===== src/rtl/five_sample_olympic_adc_filter_macros.svh =====
// Assertion macros for the five-sample olympic converter filter.
`ifndef FIVE_SAMPLE_OLYMPIC_ADC_FILTER_MACROS_SVH
`define FIVE_SAMPLE_OLYMPIC_ADC_FILTER_MACROS_SVH

`ifndef SYNTHESIS

// Property must hold at every clock edge outside reset.
`define OFIL_ASSERT(label, prop) \
    label: assert property (@(posedge i_clk) disable iff (!i_rst_n) prop) \
        else $error("olympic filter check failed");

// Condition must never be true outside reset.
`define OFIL_NEVER(label, cond) \
    label: assert property (@(posedge i_clk) disable iff (!i_rst_n) !(cond)) \
        else $error("olympic filter forbidden condition");

`else

`define OFIL_ASSERT(label, prop)
`define OFIL_NEVER(label, cond)

`endif

`endif


===== src/rtl/ofil_pkg.sv =====
// Shared constants and types for the olympic converter filter.
package ofil_pkg;

    localparam int CHANNELS = 5;
    localparam int SMP_W    = 12;
    localparam int CHAN_W   = 3;
    localparam int HIST     = 4;
    localparam int WIN_N    = HIST + 1;
    localparam int ROW_W    = HIST * SMP_W;
    localparam int WIN_W    = WIN_N * SMP_W;
    localparam int ADDR_W   = (CHANNELS > 1) ? $clog2(CHANNELS) : 1;
    localparam int SUM_W    = 14;
    localparam int CNT_W    = 2;
    localparam int IN_W     = 16;
    localparam int OUT_W    = 16;

    // Highest valid channel number, one bit wider than the channel field.
    localparam logic [CHAN_W:0] CHAN_LAST = (CHAN_W + 1)'(CHANNELS);

    // Reciprocal of three for sums below 2^16: floor(s / 3) = (s * R) >> 17.
    localparam int               RECIP_W      = 16;
    localparam logic [RECIP_W-1:0] RECIP3     = 16'd43691;
    localparam int               RECIP3_SHIFT = 17;

    // Sum and count of the samples kept by one window.
    typedef struct packed {
        logic             vld;
        logic [SUM_W-1:0] sum;
        logic [CNT_W-1:0] cnt;
    } t_stat;

endpackage


===== src/rtl/ofil_ram.sv =====
// Generic single-write, single-read RAM with registered read data.
module ofil_ram #(
    parameter int WIDTH = 8,
    parameter int DEPTH = 4
) (
    input  logic                                   i_clk,
    input  logic                                   i_we,
    input  logic [((DEPTH > 1) ? $clog2(DEPTH) : 1)-1:0] i_waddr,
    input  logic [WIDTH-1:0]                       i_wdata,
    input  logic                                   i_re,
    input  logic [((DEPTH > 1) ? $clog2(DEPTH) : 1)-1:0] i_raddr,
    output logic [WIDTH-1:0]                       o_rdata
);

    logic [WIDTH-1:0] r_mem [DEPTH];
    logic [WIDTH-1:0] r_rdata;

    // Write port and registered read port.
    always_ff @(posedge i_clk) begin
        if (i_we) begin
            r_mem[i_waddr] <= i_wdata;
        end
        if (i_re) begin
            r_rdata <= r_mem[i_raddr];
        end
    end

    assign o_rdata = r_rdata;

endmodule


===== src/rtl/ofil_window.sv =====
// Window statistics: extremes, then sum and count of the samples between them.
module ofil_window
    import ofil_pkg::*;
(
    input  logic             i_clk,
    input  logic             i_rst_n,
    input  logic             i_vld,
    input  logic             i_ok,
    input  logic [WIN_W-1:0] i_win,
    input  logic             i_take,
    output t_stat            o_stat
);

    logic             r_va;
    logic             r_oka;
    logic [WIN_W-1:0] r_win;
    logic [SMP_W-1:0] r_mx;
    logic [SMP_W-1:0] r_mn;
    logic [SMP_W-1:0] n_mx;
    logic [SMP_W-1:0] n_mn;
    t_stat            r_stat;
    logic [SUM_W-1:0] n_sum;
    logic [2:0]       n_cnt;

    // Maximum and minimum of the five window samples.
    always_comb begin
        logic [SMP_W-1:0] v;
        n_mx = i_win[SMP_W-1:0];
        n_mn = i_win[SMP_W-1:0];
        for (int k = 1; k < WIN_N; k++) begin
            v = i_win[k*SMP_W +: SMP_W];
            if (v > n_mx) begin
                n_mx = v;
            end
            if (v < n_mn) begin
                n_mn = v;
            end
        end
    end

    // Sum and count of the samples strictly between the extremes.
    always_comb begin
        logic [SMP_W-1:0] v;
        n_sum = '0;
        n_cnt = '0;
        for (int k = 0; k < WIN_N; k++) begin
            v = r_win[k*SMP_W +: SMP_W];
            if (r_oka && v > r_mn && v < r_mx) begin
                n_sum = n_sum + SUM_W'(v);
                n_cnt = n_cnt + 3'd1;
            end
        end
    end

    // Control of both stages; the second holds its result until taken.
    always_ff @(posedge i_clk) begin
        if (!i_rst_n) begin
            r_va       <= 1'b0;
            r_stat.vld <= 1'b0;
        end else begin
            r_va <= i_vld;
            if (r_va) begin
                r_stat.vld <= 1'b1;
            end else if (i_take) begin
                r_stat.vld <= 1'b0;
            end
        end
    end

    // Payload of both stages.
    always_ff @(posedge i_clk) begin
        if (i_vld) begin
            r_win <= i_win;
            r_mx  <= n_mx;
            r_mn  <= n_mn;
            r_oka <= i_ok;
        end
        if (r_va) begin
            r_stat.sum <= n_sum;
            r_stat.cnt <= n_cnt[CNT_W-1:0];
        end
    end

    assign o_stat = r_stat;

endmodule


===== src/rtl/ofil_div.sv =====
// Floor division of the kept sum by a count of one to three.
module ofil_div
    import ofil_pkg::*;
(
    input  t_stat            i_stat,
    output logic [SMP_W-1:0] o_quot
);

    logic [SUM_W+RECIP_W-1:0] prod;

    // Division by three through a multiply by its reciprocal.
    assign prod = (SUM_W + RECIP_W)'(i_stat.sum) * (SUM_W + RECIP_W)'(RECIP3);

    always_comb begin
        case (i_stat.cnt)
            2'd1:    o_quot = i_stat.sum[SMP_W-1:0];
            2'd2:    o_quot = i_stat.sum[SMP_W:1];
            2'd3:    o_quot = prod[RECIP3_SHIFT +: SMP_W];
            default: o_quot = '0;
        endcase
    end

endmodule


===== src/rtl/five_sample_olympic_adc_filter.sv =====
// Top level of the five-sample olympic converter filter.
// Each request names a channel and a new 12-bit sample. The four previous samples of each
// channel are kept as one 48-bit row of a small RAM; a request reads its row, shifts the
// sample in, writes the row back and averages the samples strictly between the window's
// minimum and maximum (floor mean, 0 when none qualify, kept count alongside). Invalid
// channels give 0 and leave the history alone. One request is in work at a time: a
// request is accepted, then takes the RAM read cycle, the extremes stage and the sum
// stage before its result lands in the output register; a new request is accepted only
// once that result is taken in, and the output register lets the next request enter
// while a result waits. Histories read as zero after reset through one valid bit per
// channel row, so there is no clearing pass.
`include "five_sample_olympic_adc_filter_macros.svh"

module five_sample_olympic_adc_filter
    import ofil_pkg::*;
(
    input  logic             i_clk,
    input  logic             i_rst_n,
    input  logic             i_s_tvalid,
    output logic             o_s_tready,
    input  logic [IN_W-1:0]  i_s_tdata,   // [2:0] channel, [14:3] sample, [15] zero
    output logic             o_m_tvalid,
    input  logic             i_m_tready,
    output logic [OUT_W-1:0] o_m_tdata    // [11:0] filtered, [13:12] kept_count, [15:14] zero
);

    logic [CHAN_W-1:0] chan;
    logic [SMP_W-1:0]  smp;
    logic [CHAN_W:0]   chan_m1;
    logic              chan_ok;
    logic              accept;
    logic              take;

    logic                r_busy;
    logic                r_v1;
    logic                r_ok1;
    logic [SMP_W-1:0]    r_smp1;
    logic [ADDR_W-1:0]   r_addr1;
    logic [CHANNELS-1:0] r_row_vld;

    logic [ROW_W-1:0] ram_rdata;
    logic [ROW_W-1:0] row;
    logic [ROW_W-1:0] new_row;
    logic [WIN_W-1:0] win;
    logic             wr_en;

    t_stat            stat;
    logic [SMP_W-1:0] quot;

    logic             r_m_valid;
    logic [SMP_W-1:0] r_filt;
    logic [CNT_W-1:0] r_kept;

    // Input unpacking and channel check.
    assign chan    = i_s_tdata[CHAN_W-1:0];
    assign smp     = i_s_tdata[CHAN_W +: SMP_W];
    assign chan_m1 = {1'b0, chan} - (CHAN_W + 1)'(1);
    assign chan_ok = (chan != '0) && ({1'b0, chan} <= CHAN_LAST);

    assign o_s_tready = !r_busy;
    assign accept     = i_s_tvalid && !r_busy;
    assign take       = stat.vld && (!r_m_valid || i_m_tready);

    // History rows, one per channel, oldest sample in the low bits.
    ofil_ram #(
        .WIDTH(ROW_W),
        .DEPTH(CHANNELS)
    ) u_hist (
        .i_clk  (i_clk),
        .i_we   (wr_en),
        .i_waddr(r_addr1),
        .i_wdata(new_row),
        .i_re   (accept),
        .i_raddr(ADDR_W'(chan_m1)),
        .o_rdata(ram_rdata)
    );

    // Shift the new sample into the row and write it back.
    assign row     = r_row_vld[r_addr1] ? ram_rdata : '0;
    assign win     = {r_smp1, row};
    assign new_row = {r_smp1, row[ROW_W-1:SMP_W]};
    assign wr_en   = r_v1 && r_ok1;

    // Request control, row valid bits and output register control.
    always_ff @(posedge i_clk) begin
        if (!i_rst_n) begin
            r_busy    <= 1'b0;
            r_v1      <= 1'b0;
            r_row_vld <= '0;
            r_m_valid <= 1'b0;
        end else begin
            r_v1 <= accept;
            if (accept) begin
                r_busy <= 1'b1;
            end else if (take) begin
                r_busy <= 1'b0;
            end
            if (wr_en) begin
                r_row_vld[r_addr1] <= 1'b1;
            end
            if (take) begin
                r_m_valid <= 1'b1;
            end else if (i_m_tready) begin
                r_m_valid <= 1'b0;
            end
        end
    end

    // Request payload and result payload.
    always_ff @(posedge i_clk) begin
        if (accept) begin
            r_ok1   <= chan_ok;
            r_smp1  <= smp;
            r_addr1 <= ADDR_W'(chan_m1);
        end
        if (take) begin
            r_filt <= quot;
            r_kept <= stat.cnt;
        end
    end

    ofil_window u_window (
        .i_clk  (i_clk),
        .i_rst_n(i_rst_n),
        .i_vld  (r_v1),
        .i_ok   (r_ok1),
        .i_win  (win),
        .i_take (take),
        .o_stat (stat)
    );

    ofil_div u_div (
        .i_stat(stat),
        .o_quot(quot)
    );

    assign o_m_tvalid = r_m_valid;
    assign o_m_tdata  = {(OUT_W - SMP_W - CNT_W)'(0), r_kept, r_filt};

    // Checks on the request flow and the result.
    `OFIL_ASSERT(a_busy_after_accept, accept |=> !o_s_tready)
    `OFIL_ASSERT(a_write_follows_accept, wr_en |-> $past(accept))
    `OFIL_NEVER(a_stat_while_ready, stat.vld && o_s_tready)
    `OFIL_ASSERT(a_zero_when_none_kept, (o_m_tvalid && r_kept == '0) |-> (r_filt == '0))

endmodule

===== config.mk =====
export PLATFORM = sky130hd
export DESIGN_NAME = five_sample_olympic_adc_filter
export DESIGN_NICKNAME = d
export VERILOG_FILES = /design/src/rtl/ofil_pkg.sv /design/src/rtl/ofil_ram.sv /design/src/rtl/ofil_window.sv /design/src/rtl/ofil_div.sv /design/src/rtl/five_sample_olympic_adc_filter.sv
export VERILOG_INCLUDE_DIRS = /design/src /design/src/rtl
export SDC_FILE = /design/constraint.sdc
export NUM_CORES = 1
export LEC_CHECK = 0
export ABC_AREA = 1
export BUFFER_PORTS_ARGS = -buffer_cell sky130_fd_sc_hd__buf_4
export CAP_MARGIN = 20
export CORE_UTILIZATION = 40
export DETAILED_ROUTE_END_ITERATION = 6
export SYNTH_ARGS = -nofsm -noshare
export SYNTH_HDL_FRONTEND = slang
export SYNTH_HIERARCHICAL = 1
export SYNTH_SLANG_ARGS = --single-unit

===== constraint.sdc =====
create_clock -name i_clk -period 7.4 [get_ports i_clk]
set_input_delay 1.48 -clock i_clk [delete_from_list [all_inputs] [get_ports i_clk]]
set_output_delay 1.48 -clock i_clk [all_outputs]
set_load 0.02 [all_outputs]

## Yosys cells after proc, flatten, opt, wreduce, memory -nomap -nowiden

Memory sizes are Yosys's and may differ from the RTL's. A register that Yosys moved wholly into a read port is not among the register bits.
Index checks and enable logic that the tools add are counted.

| storage, ports and cells | value |
|---|---|
| memories kept | 1 |
| logic and storage cells | 106 |
| input port bits | 20 |
| bits in writable memories | 240 |
| bits in registers | 141 |
| output and inout bits | 18 |

| cells by class | value |
|---|---|
| equality and inequality tests | 3 |
| multiplexer cells | 31 |
| bitwise gates (word level) | 1 |
| $add $sub $neg | 9 |
| multiply operators | 1 |
| reductions and logical operators | 22 |
| $lt $le $gt $ge | 21 |

Memory list:

| memory | depth | width | rd ports | clocked after memory_dff | wr ports | RTL line | source |
|---|---|---|---|---|---|---|---|
| u_hist.r_mem | 5 | 48 | 1 | 1 | 1 | ofil_ram.sv:15 | `logic [WIDTH-1:0] r_mem [DEPTH];` |

Operator list:

| operator | number |
|---|---|
| 12-bit greater-than comparator | 9 |
| 12-bit less-than comparator | 9 |
| 12-bit two-way mux | 9 |
| 14-bit two-way mux | 4 |
| 48-bit two-way mux | 1 |
| 14-bit by 12-bit adder with 14-bit output | 3 |
| 12-bit one-hot mux with 3 select lines | 1 |
| 14-bit by 16-bit multiplier with 29-bit output (second input constant) | 1 |
| 1-bit logical AND | 15 |
| 12-bit by 12-bit adder with 13-bit output | 1 |
| 1-bit two-way mux | 10 |
| 2-bit two-way mux | 4 |
| 2-bit by 1-bit adder with 2-bit output (second input constant) | 3 |
| 2-bit nonzero test | 3 |
| 5-bit OR | 1 |
| 2-bit equality test (second input constant) | 2 |
| 3-bit by 4-bit less-than comparator with 1-bit output (second input constant) | 1 |
| 1-bit binary-select mux with 3-bit select | 1 |
| 1-bit demux with 3-bit select | 1 |
| 3-bit by 1-bit greater-or-equal comparator with 1-bit output (second input constant) | 1 |
| 3-bit less-or-equal comparator (second input constant) | 1 |
| 3-bit nonzero test | 1 |
| 3-bit by 1-bit subtractor with 3-bit output (second input constant) | 1 |
| 1-bit by 1-bit adder with 2-bit output (second input constant) | 1 |
| 3 further kinds | 4 |

## Logic depth before layout (Yosys ltp)

| depth | value |
|---|---|
| word-level depth | 12 |
| gate-level depth with buffers | 51 |
| depth with buffers taken out | 46 |

## Hierarchy

The synthesis kept the hierarchy.

Modules (own cells, without submodules):

| module | instances | area each (µm²) | cells an instance |
|---|---|---|---|
| ofil_ram | 1 | 11,583.6 | 1,015 |
| ofil_window | 1 | 11,125.7 | 1,367 |
| ofil_div | 1 | 4,280.4 | 630 |
| five_sample_olympic_adc_filter | 1 | 1,783.0 | 196 |

## Least setup slack after synthesis

OpenSTA, ideal clock, no wires.

| timing | value |
|---|---|
| kind | reg-to-reg |
| start | register r_addr1[2] |
| end | register u_window.r_mn[10], data pin |
| clock period less this slack | 6.919 ns |
| path slack | 0.481 ns |
| buffers on the path | 5 |
| arrival | 6.666 ns |
| cell stages (with the launch flop) | 50 |
| required time | 7.147 ns |
| cell sequence | edfxtp_1 > nor2_2 > nand3_1 > nand3_2 > buf_2 > nand2_1 > inv_1 > inv_1 > ha_1 > nand2_1 > inv_2 > nand2_2 > nor2_4 > nand2_2 > nand3_4 > clkbuf_1 > nand2_1 > o21ai_0 > (+14 left out) > a31oi_1 > a2111oi_0 > nand2_1 > inv_1 > buf_2 > nand2_1 > o21ai_0 > inv_1 > ha_1 > nand2_1 > inv_1 > nand3_1 > a31oi_1 > a2111oi_0 > nand2_2 > buf_6 > nand2_2 > nand2_1 |

| between the ends | value |
|---|---|
| word-level cells in the longest chain between the ends | 11 |

RTL lines:

| element | RTL line | source |
|---|---|---|
| start: declaration | five_sample_olympic_adc_filter.sv:38 | `logic [ADDR_W-1:0] r_addr1;` |
| start signal: assignment | five_sample_olympic_adc_filter.sv:114 | `r_addr1 <= ADDR_W'(chan_m1);` |
| 1-bit binary-select mux with 3-bit select * | five_sample_olympic_adc_filter.sv:79 | `assign row = r_row_vld[r_addr1] ? ram_rdata : '0;` |
| 1-bit two-way mux (not written as such) * | five_sample_olympic_adc_filter.sv:79 |  |
| 48-bit two-way mux * | five_sample_olympic_adc_filter.sv:79 |  |
| net row[11] | five_sample_olympic_adc_filter.sv:42 | `logic [ROW_W-1:0] row;` |
| 12-bit less-than comparator | ofil_window.sv:35 | `if (v < n_mn) begin` |
| 12-bit two-way mux * | ofil_window.sv:35 |  |
| 12-bit less-than comparator | ofil_window.sv:35 |  |
| 12-bit two-way mux * | ofil_window.sv:35 |  |
| 12-bit less-than comparator | ofil_window.sv:35 |  |
| 12-bit two-way mux * | ofil_window.sv:35 |  |
| 12-bit less-than comparator | ofil_window.sv:35 |  |
| 12-bit two-way mux * | ofil_window.sv:35 |  |
| net u_window.n_mn[10] | ofil_window.sv:20 | `logic [SMP_W-1:0] n_mn;` |
| end signal: assignment | ofil_window.sv:75 | `r_mn <= n_mn;` |
| end: declaration | ofil_window.sv:18 | `logic [SMP_W-1:0] r_mn;` |

The timed path passes the listed nets; every way through them passes the cells marked *. The select of a mux whose other input is x is not followed.
A chain may end at the register's enable or synchronous reset.

## Worst setup path in the final report

| timing | value |
|---|---|
| start | register r_addr1[2] |
| end | register u_window.r_mx[7], data pin |

| between the ends | value |
|---|---|
| word-level cells in the longest chain between the ends | 11 |

RTL lines:

| element | RTL line | source |
|---|---|---|
| 1-bit binary-select mux with 3-bit select * | five_sample_olympic_adc_filter.sv:79 |  |
| 1-bit two-way mux (not written as such) * | five_sample_olympic_adc_filter.sv:79 |  |
| 48-bit two-way mux * | five_sample_olympic_adc_filter.sv:79 |  |
| net row[7] | five_sample_olympic_adc_filter.sv:42 |  |
| 12-bit greater-than comparator | ofil_window.sv:32 | `if (v > n_mx) begin` |
| 12-bit two-way mux * | ofil_window.sv:32 |  |
| 12-bit greater-than comparator | ofil_window.sv:32 |  |
| 12-bit two-way mux * | ofil_window.sv:32 |  |
| 12-bit greater-than comparator | ofil_window.sv:32 |  |
| 12-bit two-way mux * | ofil_window.sv:32 |  |
| 12-bit greater-than comparator | ofil_window.sv:32 |  |
| 12-bit two-way mux * | ofil_window.sv:32 |  |
| net u_window.n_mx[7] | ofil_window.sv:19 | `logic [SMP_W-1:0] n_mx;` |
| end signal: assignment | ofil_window.sv:74 | `r_mx <= n_mx;` |
| end: declaration | ofil_window.sv:17 | `logic [SMP_W-1:0] r_mx;` |

Marks and branches as above.

==> flow_metrics.tcl <==
set metrics [dict create \
    crit_family "compound AO/OA/AOI/OAI gates" \
    min_to "r_row_vld[2]" \
    reg2reg_to "u_window/r_mx[7]" \
    synth_warnings 6 \
    cts.clk_slew.worst_paths_ns 0.06 \
    clkLatencyLatePin_ns 0.60 \
    required_ns 7.75 \
    multi_input_area_mm2 0.01356 \
    synth_area_leaders "edfxtp_1 (44%), ha_1 (15%), nand2_1 (11%), inv_1 (7.4%), fa_1 (4.0%)" \
    yosys.area.top_type "edfxtp_1" \
    die_area_mm2 0.07301 \
    coreArea_mm2 0.07064 \
    synth_edf_count 419 \
    grt_usage 0.2028 \
    yosysSeqAreaShare 0.4443 \
    syn_area_mm2 0.02877 \
    ir_drop_uv 230.8 \
    initial_core_util 0.4073 \
    ys_types 51 \
    pre_cts_slack_ns 0.04273 \
    num-fill-cells 6809 \
    clock_skew_ns 0.02363 \
    gp_congestion 0.9395 \
    power_w 0.01035 \
    hold_depth 2 \
    maxCapViolCount 0 \
    synth.most_common_cell "nand2_1" \
    grt_pass1_vias 20163 \
    power_density_mw_per_mm2 319.4 \
    cp_slowest_cell "edfxtp_1" \
    numCtsBuffers 48 \
    crit_path_end_kind "flip-flop" \
    cts_tree "done" \
    crit_path_max_incr_delay_ns 0.48 \
    wire_per_inst_um 17.33 \
    worstSetupPathType "flip-flop to flip-flop" \
    rows 97 \
    syn_avg_cell_area_um2 8.969 \
    start_kind "flip-flop" \
    status "finished clean" \
    ys_top_cells_by_count "nand2_1 (878), inv_1 (567), edfxtp_1 (419)" \
    drv_slew 0 \
    diodes 0 \
    place_hpwl_mm 52.76 \
    port_buffers 34 \
    fin_util 0.4589 \
    grt-ovfl-total 0 \
    reg2reg_slack_ns 0.48 \
    setup_viol 0 \
    syn_inst 3208 \
    die_y_um 270.2 \
    first_pass_iters 6 \
    min_period_ns 6.916 \
    clock.fmax_ghz 0.1446 \
    postCtsHoldBufs 0 \
    drt_iter0_drc 1583 \
    r2r-start "r_addr1[2]" \
    die_w_um 270.2 \
    ff_latch_area_mm2 0.01279 \
    leakage_nw 15.45 \
    grt_pass1_wl_mm 114.1 \
    reg2regPathDepth 41 \
    holdCritPathClass "flip-flop to flip-flop" \
    hold_viol 0 \
    drive_gt1_frac 0.09392 \
    clock_sinks 429 \
    path_buf_inv 7 \
    ant_nets 0 \
    io_pins 38 \
    yosys.area.top_type_share 0.4373 \
    synthArstFlopShare 0 \
    vias 21447 \
    area_growth_pct 12.66 \
    viasPerCell 4.995 \
    finalCritPeriodShare 0.9347 \
    grt_max_degree 73 \
    h-tree-depth 2 \
    nets 3737 \
    worstHoldStart "r_row_vld[2]" \
    drc 0 \
    worstMarginPinSlew_ns 0.9395 \
    drt-total-wl_mm 74.43 \
    slew-limit-headroom 0.3737 \
    cts_buffer_depth 3 \
    ys.flop_type "edfxtp_1" \
    cp_max_fo 24 \
    worst_slack_ns 0.4836 \
    synth_seq_cells 429 \
    arrival_ns 7.27 \
    ctsRootBufferMaster "clkbuf_16" \
    antenna_found_initial 0 \
]
tightest hold or removal path, delay by kind of cell (launching register included):
kind	cells	cell delay [ns]
buffers and inverters	1	0.06
flip-flops	1	0.29
AO/OA/AOI/OAI	1	0.06
layer usage:
| layer | part of all wire | GRT usage |
|---|---|---|
| met5 | 0 | 0 |
| met4 | 0.031 | 0.06958 |
| met3 | 0.053 | 0.02676 |
| met2 | 0.48 | 0.3412 |
| met1 | 0.44 | 0.2682 |
repair_timing:
action | CTS | global route
buffers inserted | 0 | 9
resized for setup | 0 | 89
endpoints found under the setup margin | 0 | 29
where the power goes:
group	switching, W	internal [W]
logic	0.00316	0.00181
registers	0.0000809	0.00285
clock network	0.000988	0.00146
how the worst max path moves through the flow:
stage	end	slack [ns]	cells past startpoint	from
3_5_place_dp	u_window/r_mn[2]	0.04	41	r_addr1[2]
4_1_cts	u_window/r_mn[2]	0.0009	41	r_addr1[2]
3_3_place_gp	u_window/r_mn[2]	0.06	40	r_addr1[2]
2_1_floorplan	u_window/r_mn[10]	0.48	49	r_addr1[2]
6_report	u_window/r_mx[7]	0.48	41	r_addr1[2]
5_1_grt	u_window/o_stat[15]	-0.04	42	u_window/r_win[1]
stage by stage:
stage	TNS [ns]	area, um^2	cells	hold slack [ns]
after floorplan	0	28780	3209	0.4262
final	0	32410	4294	0.4554
after global placement	0	30540	4194	0.4441
after global routing	-0.04005	32410	4294	0.4890
after detailed placement	0	30540	4194	0.4468
after CTS	0	32160	4282	0.4556
kinds of logic (layout without fill, tap and decap cells):
| kind of cell | after synthesis | after routing | share of synthesized area |
|---|---|---|---|
| AOI/OAI and AO/OA | 381 | 381 | 0.07440 |
| and+or+nand+nor | 1283 | 1284 | 0.1862 |
| DFF | 429 | 429 | 0.4443 |
| adders and majority gates | 401 | 401 | 0.1893 |
| buffers and inverters | 667 | 811 | 0.09176 |
| xor gates and xnor gates | 46 | 46 | 0.01400 |
| other | 1 | 2 | 0.0001303 |
cells in the final DEF, fill, tap and decap left out, types with 13 or more instances in the layout:
master,synthesis,final
nand2_1,878,877
inv_1,567,561
edfxtp_1,419,419
ha_1,344,343
nand3_1,192,192
a21oi_1,143,140
buf_4,13,124
nor2_1,103,97
o21ai_0,149,92
fa_1,57,57
o21ai_1,6,53
clkbuf_16,0,49
nand4_1,36,36
nand2_2,35,34
inv_2,22,25
xor2_1,25,24
xnor2_1,21,21
clkinv_1,2,13
state kept, by name, summed over array words and instances (netlist names):
name	flops
u_hist/o_rdata	48
u_window/o_stat	17
r_ok1	1
r_addr1	3
u_window/r_mn	12
u_window/r_oka	1
u_window/r_va	1
u_window/r_mx	12
r_smp1	12
r_filt	12
o_m_tvalid	1
r_kept	2
u_hist/r_mem	240
r_row_vld	5
r_busy	1
u_window/r_win	60
r_v1	1
cell type report:
cell class	count	area share
multi-input combinational	2114	0.4182
sequential	429	0.3944
inverter	592	0.06882
clock buffer	57	0.03875
tap	940	0.03628
timing repair buffer	130	0.03188
clock inverter	31	0.01146
timing repair inverter	1	0.0001544
Power figures use the tool's default switching activity.
